## config.mk

```make
export PLATFORM = sky130hd
export DESIGN_NAME = zbr_div
export DESIGN_NICKNAME = d
export VERILOG_FILES = /design/src/hdl/zbr_pkg.sv /design/src/hdl/zbr_div.sv
export SDC_FILE = /design/constraint.sdc
export NUM_CORES = 1
export LEC_CHECK = 0
export BUFFER_PORTS_ARGS = -buffer_cell sky130_fd_sc_hd__buf_2
export CORE_UTILIZATION = 50
export CTS_BUF_LIST = sky130_fd_sc_hd__clkbuf_16
export CTS_CLUSTER_SIZE = 12
export DETAILED_ROUTE_END_ITERATION = 7
export PLACE_DENSITY = 0.75
export SYNTH_ARGS = -nofsm -noshare
export SYNTH_HDL_FRONTEND = slang
export SYNTH_SLANG_ARGS = --single-unit
```

## constraint.sdc

```tcl
create_clock -name clock -period 7 [get_ports clock]
set_clock_uncertainty 0.1 [all_clocks]
set_input_delay 0.35 -clock clock [delete_from_list [all_inputs] [get_ports clock]]
set_output_delay 0.35 -clock clock [all_outputs]
set_load 0.01 [all_outputs]
```

## src/hdl/zbr_pkg.sv

```systemverilog
// zbr_pkg: sizes, action and register codes, divider handshake types
// shared by the raster core and its iterative divider
// no dependencies
package zbr_pkg;

   localparam int WIDTH  = 128;
   localparam int HEIGHT = 128;
   localparam int CELLS  = WIDTH * HEIGHT;
   localparam int ADDR_W = $clog2(CELLS);
   localparam int CLR_W  = ADDR_W + 1;

   // signed pixel coordinate, holds floor of a q12.4 vertex
   localparam int CW = 12;

   localparam int ACT_W = 2;
   localparam logic [ACT_W-1:0] ACT_DRAW  = 2'd0;
   localparam logic [ACT_W-1:0] ACT_READ  = 2'd1;
   localparam logic [ACT_W-1:0] ACT_CLEAR = 2'd2;
   localparam logic [ACT_W-1:0] ACT_SPARE = 2'd3;

   localparam int CSR_IDX_W  = 2;
   localparam int CSR_DATA_W = 16;
   localparam logic [CSR_IDX_W-1:0] CSR_FOCAL = 2'd0;
   localparam logic [CSR_IDX_W-1:0] CSR_AREA  = 2'd1;
   localparam logic [CSR_IDX_W-1:0] CSR_TOL   = 2'd2;

   localparam int REQ_TDATA_W = 192;
   localparam int RSP_TDATA_W = 64;

   localparam int MUL_AW = 32;
   localparam int MUL_BW = 17;
   localparam int MUL_PW = MUL_AW + MUL_BW;
   localparam int ACC_W  = 40;

   // plane_offset * focal fits 44 bits of magnitude, then 14 fraction bits
   localparam int PF_W     = 44;
   localparam int FRAC_SH  = 14;
   localparam int NUM_W    = PF_W + FRAC_SH;
   localparam int DEN_W    = 32;
   localparam int DEPTH_W  = 32;

   localparam logic signed [DEPTH_W-1:0] DEPTH_MAX = 32'sh7FFF_FFFF;
   localparam logic signed [DEPTH_W-1:0] DEPTH_MIN = 32'sh8000_0000;

   typedef struct packed {
      logic             start;
      logic             neg;
      logic [NUM_W-1:0] num;
      logic [DEN_W-1:0] den;
   } div_req_type;

   typedef struct packed {
      logic                      done;
      logic signed [DEPTH_W-1:0] quo;
   } div_rsp_type;

endpackage

```

## src/hdl/zbr_div.sv

```systemverilog
// zbr_div: restoring divider, one quotient bit a cycle, signed result
// saturated to 32 bits
// depends on zbr_pkg
module zbr_div (
   input  logic                 clock,
   input  logic                 reset,
   input  zbr_pkg::div_req_type div_req,
   output zbr_pkg::div_rsp_type div_rsp
);
   import zbr_pkg::*;

   localparam int CNT_W = $clog2(NUM_W);
   localparam logic [NUM_W-1:0] Q_POS_MAX = NUM_W'(64'h7FFF_FFFF);
   localparam logic [NUM_W-1:0] Q_NEG_MAX = NUM_W'(64'h8000_0000);

   logic                      busy_ff, busy_in;
   logic                      done_ff, done_in;
   logic [CNT_W-1:0]          cnt_ff, cnt_in;
   logic [DEN_W-1:0]          rem_ff, rem_in;
   logic [DEN_W-1:0]          den_ff, den_in;
   logic [NUM_W-1:0]          quo_ff, quo_in;
   logic                      neg_ff, neg_in;
   logic signed [DEPTH_W-1:0] res_ff, res_in;

   logic [DEN_W:0] shifted;
   logic [DEN_W:0] trial;
   logic           fits;

   always_comb begin
      busy_in = busy_ff;
      done_in = 1'b0;
      cnt_in  = cnt_ff;
      rem_in  = rem_ff;
      den_in  = den_ff;
      quo_in  = quo_ff;
      neg_in  = neg_ff;
      res_in  = res_ff;
      shifted = {rem_ff, quo_ff[NUM_W-1]};
      trial   = shifted - {1'b0, den_ff};
      fits    = shifted >= {1'b0, den_ff};
      if (busy_ff) begin
         rem_in = fits ? trial[DEN_W-1:0] : shifted[DEN_W-1:0];
         quo_in = {quo_ff[NUM_W-2:0], fits};
         cnt_in = cnt_ff + 1'b1;
         if (cnt_ff == CNT_W'(NUM_W - 1)) begin
            busy_in = 1'b0;
            done_in = 1'b1;
            if (neg_ff) begin
               if (quo_in > Q_NEG_MAX) begin
                  res_in = DEPTH_MIN;
               end else begin
                  res_in = -signed'(quo_in[DEPTH_W-1:0]);
               end
            end else begin
               if (quo_in > Q_POS_MAX) begin
                  res_in = DEPTH_MAX;
               end else begin
                  res_in = signed'(quo_in[DEPTH_W-1:0]);
               end
            end
         end
      end else if (div_req.start) begin
         busy_in = 1'b1;
         cnt_in  = '0;
         rem_in  = '0;
         den_in  = div_req.den;
         quo_in  = div_req.num;
         neg_in  = div_req.neg;
      end
   end

   always_ff @(posedge clock) begin
      if (reset) begin
         busy_ff <= 1'b0;
         done_ff <= 1'b0;
      end else begin
         busy_ff <= busy_in;
         done_ff <= done_in;
      end
      cnt_ff <= cnt_in;
      rem_ff <= rem_in;
      den_ff <= den_in;
      quo_ff <= quo_in;
      neg_ff <= neg_in;
      res_ff <= res_in;
   end

   assign div_rsp.done = done_ff;
   assign div_rsp.quo  = res_ff;

endmodule

```

==> reports/metrics.cfg <==
[clocking]
cts-buffers-inserted=17
cts_tree=yes
clk_pin_slew_ps=70
ctsResizeCount=0
cts-root-buf=clkbuf_16
clock_latency_ps=430
clockBufferDepth=2
ctsHtreeMaxLevel=4
cts.sinks=163

[die]
start_util_pct=51.0
ioPinCount=127
die_h_um=138
dieArea_mm2=0.0189
coreArea_mm2=0.0180
row_count=49
die_w_um=138

[final_layout]
fin_area_mm2=0.0110
drive_gt1_share_pct=24.5
final-seq-area_mm2=0.00488
multi_input_area_mm2=0.00399
n_antenna_cell=0
n_fill_cell=1499
area_growth_pct=19.2
nNetsFinal=1095

[global_routing]
grt_pass1_vias=6727
grt_pass1_wl_um=34100
track_usage_pct=23.4
antenna_found_initial=0
grt-ovfl-total=0
grt_max_degree=82

[logic_synthesis]
syn_inst=818
ys_seq_area_share_pct=53.0
synth-seq-cells=163
yosys_warnings=0
synth-edff-count=161
syn_nets=948
synthFlopType=edfxtp_1
ys_types=68
ys_async_sr_fraction_pct=0
yosys.area_share.xor_xnor_pct=2.19
synth_compound_area_share_pct=15.4
synth.avg_cell_area_um2=11.2
synth_top_family_by_area=compound AO/OA/AOI/OAI gates
synth_fa_ha_area_share_pct=4.98
muxShareOfSynthArea_pct=6.98
yosys.area_share.simple_pct=13.6
syn_area_mm2=0.00920

[critical_path]
worstSetupPathType=reg2reg
cp.buffers_inverters=1
slowest_stage=nand3_1
cp_slowest_stage_delay_ps=710
cp.arrival_ps=6210
required_ps=7110
cp_max_fo=22
cp_cell_sequence=ha_1, a2111oi_0, o21ai_1, o22ai_1, o21ai_0, o21ai_0, nor2_2, clkinv_1, ha_1, or3b_2, nor4_1, nand3_1, o21ai_4, nand3_1, o311ai_0
crit_family=compound AO/OA/AOI/OAI gates
startpoint_type=register
worstSetupEndpointType=register

[place]
hpwl_um=14100
port_buffers=126
gp_congestion=0.861
placed_area_mm2=0.0100

[routing]
antenna_left=0
dr.pass1.iters=5
vias=7211
routed_wl_um=21400
drc=0
drtIter0Drc=685
vias_per_cell=5.97
wl_per_cell_um=17.8

[pwr]
power_density_mw_per_mm2=258
vdd_drop_max_mv=0.183
p_leak_uw=0.00421

[timing]
finalMaxSlewViolations=0
rsz0062_at_grt=no
fin_crit_sh_pct=87.2
finalHoldWorstSlack_ps=37.8
relSlewSlack_pct=28.9
hold_viol=0
setup_viol=0
finalSetupTns_ps=0
worst_pin_slew_ps=1070
min_period_ps=6110
fmax_mhz=164

[status]
status=finished, final reports clean

[run]
cap_violations=0

[worst_hold_path]
hold_class=in2reg

## logic make-up after synthesis
group	Yosys count
flip-flops	163
AND/OR/NAND/NOR	243
multiplexers	57
AO/OA/AOI/OAI	208
adder cells (fa/ha/maj)	36
buffers and inverters	88
XOR/XNOR	23
## cells in the final DEF, fill, tap and decap left out, drive strengths merged, types with 11 or more instances in the layout
master | netlist | layout
o31ai | 13 | 13
nand2 | 55 | 55
a21oi | 48 | 48
clkbuf | 20 | 17
dlygate4sd3 | 0 | 33
nor3 | 22 | 22
nor2 | 52 | 52
buf | 17 | 132
xnor2 | 13 | 13
or3 | 20 | 20
nand3 | 25 | 25
inv | 50 | 54
nor4 | 12 | 12
mux2 | 57 | 57
nand4 | 11 | 11
edfxtp | 161 | 161
ha | 35 | 35
o21ai | 49 | 49
## registers in the layout, indices dropped and copies added, names as in the netlist
name	cells
cnt_ff	6
res_ff	32
quo_ff	58
busy_ff	1
done_ff	1
rem_ff	32
neg_ff	1
den_ff	32
## cell usage after synthesis, drive strengths merged, types with 11 or more instances
cell | number | share of area, %
nor2 | 52 | 2.1
mux2 | 57 | 7.0
nand3 | 25 | 1.4
nor4 | 12 | 0.82
or3 | 20 | 1.4
buf | 17 | 0.94
inv | 50 | 2.0
edfxtp | 161 | 53
clkbuf | 20 | 0.82
o31ai | 13 | 1.1
nand2 | 55 | 2.3
nor3 | 22 | 1.2
o21ai | 49 | 2.8
a21oi | 48 | 2.6
nand4 | 11 | 0.75
xnor2 | 13 | 1.2
ha | 35 | 4.8
## report_power, final
part	switching (uW)	internal, uW
clock	424	571
sequential	67.5	1180
combinational	343	246
## worst paths after layout
path                                               start              endpoint  slack, ps  depth (start not counted)
worst max-delay path            rem_ff[21]$_SDFFCE_PN0P_   res_ff[8]$_DFFE_PP_        890                         15
worst min-delay path                         div_req[90]      neg_ff$_DFFE_PP_         40                          1
worst max register to register  rem_ff[21]$_SDFFCE_PN0P_   res_ff[8]$_DFFE_PP_        890                         15
worst min register to register      quo_ff[47]$_DFFE_PP_  quo_ff[48]$_DFFE_PP_        490                          1
## routing by layer
| layer | global-route usage (%) | vias up | routed length, um |
|---|---|---|---|
| met1 | 32.6 | 3432 | 9690 |
| met3 | 4.71 | 30 | 1440 |
| met4 | 7.57 | 0 | 340 |
| li1 | - | 3449 | - |
| met2 | 36.4 | 300 | 9970 |
| met5 | 0 | - | 0 |
## timing repair
action                                 CTS  global route
hold buffers                            32             1
endpoints found under the hold margin   33             1
buffers inserted                         0             0
## final cells by class
| type | instances | share of cell area (%) |
|---|---|---|
| Clock buffer | 17 | 3.88 |
| Clock inverter | 15 | 1.78 |
| Inverter | 51 | 1.76 |
| Multi-Input combinational cell | 567 | 36.3 |
| Sequential cell | 163 | 44.5 |
| Tap cell | 229 | 2.61 |
| Timing Repair Buffer | 165 | 9.17 |
## stage by stage
| step | setup WS [ps] | std cells | total power [uW] | util [%] |
|---|---|---|---|---|
| final | 895 | 1207 | 2830 | 60.9 |
| after global routing | 443 | 1207 | 2960 | 60.9 |
| after CTS | 940 | 1206 | 2840 | 60.8 |
| after detailed placement | 999 | 1142 | 1830 | 55.6 |
| after global placement | 1380 | 1142 | 1820 | 55.6 |
| after floorplan | 1810 | 818 | 1680 | - |
Power figures use the tool's default switching activity.
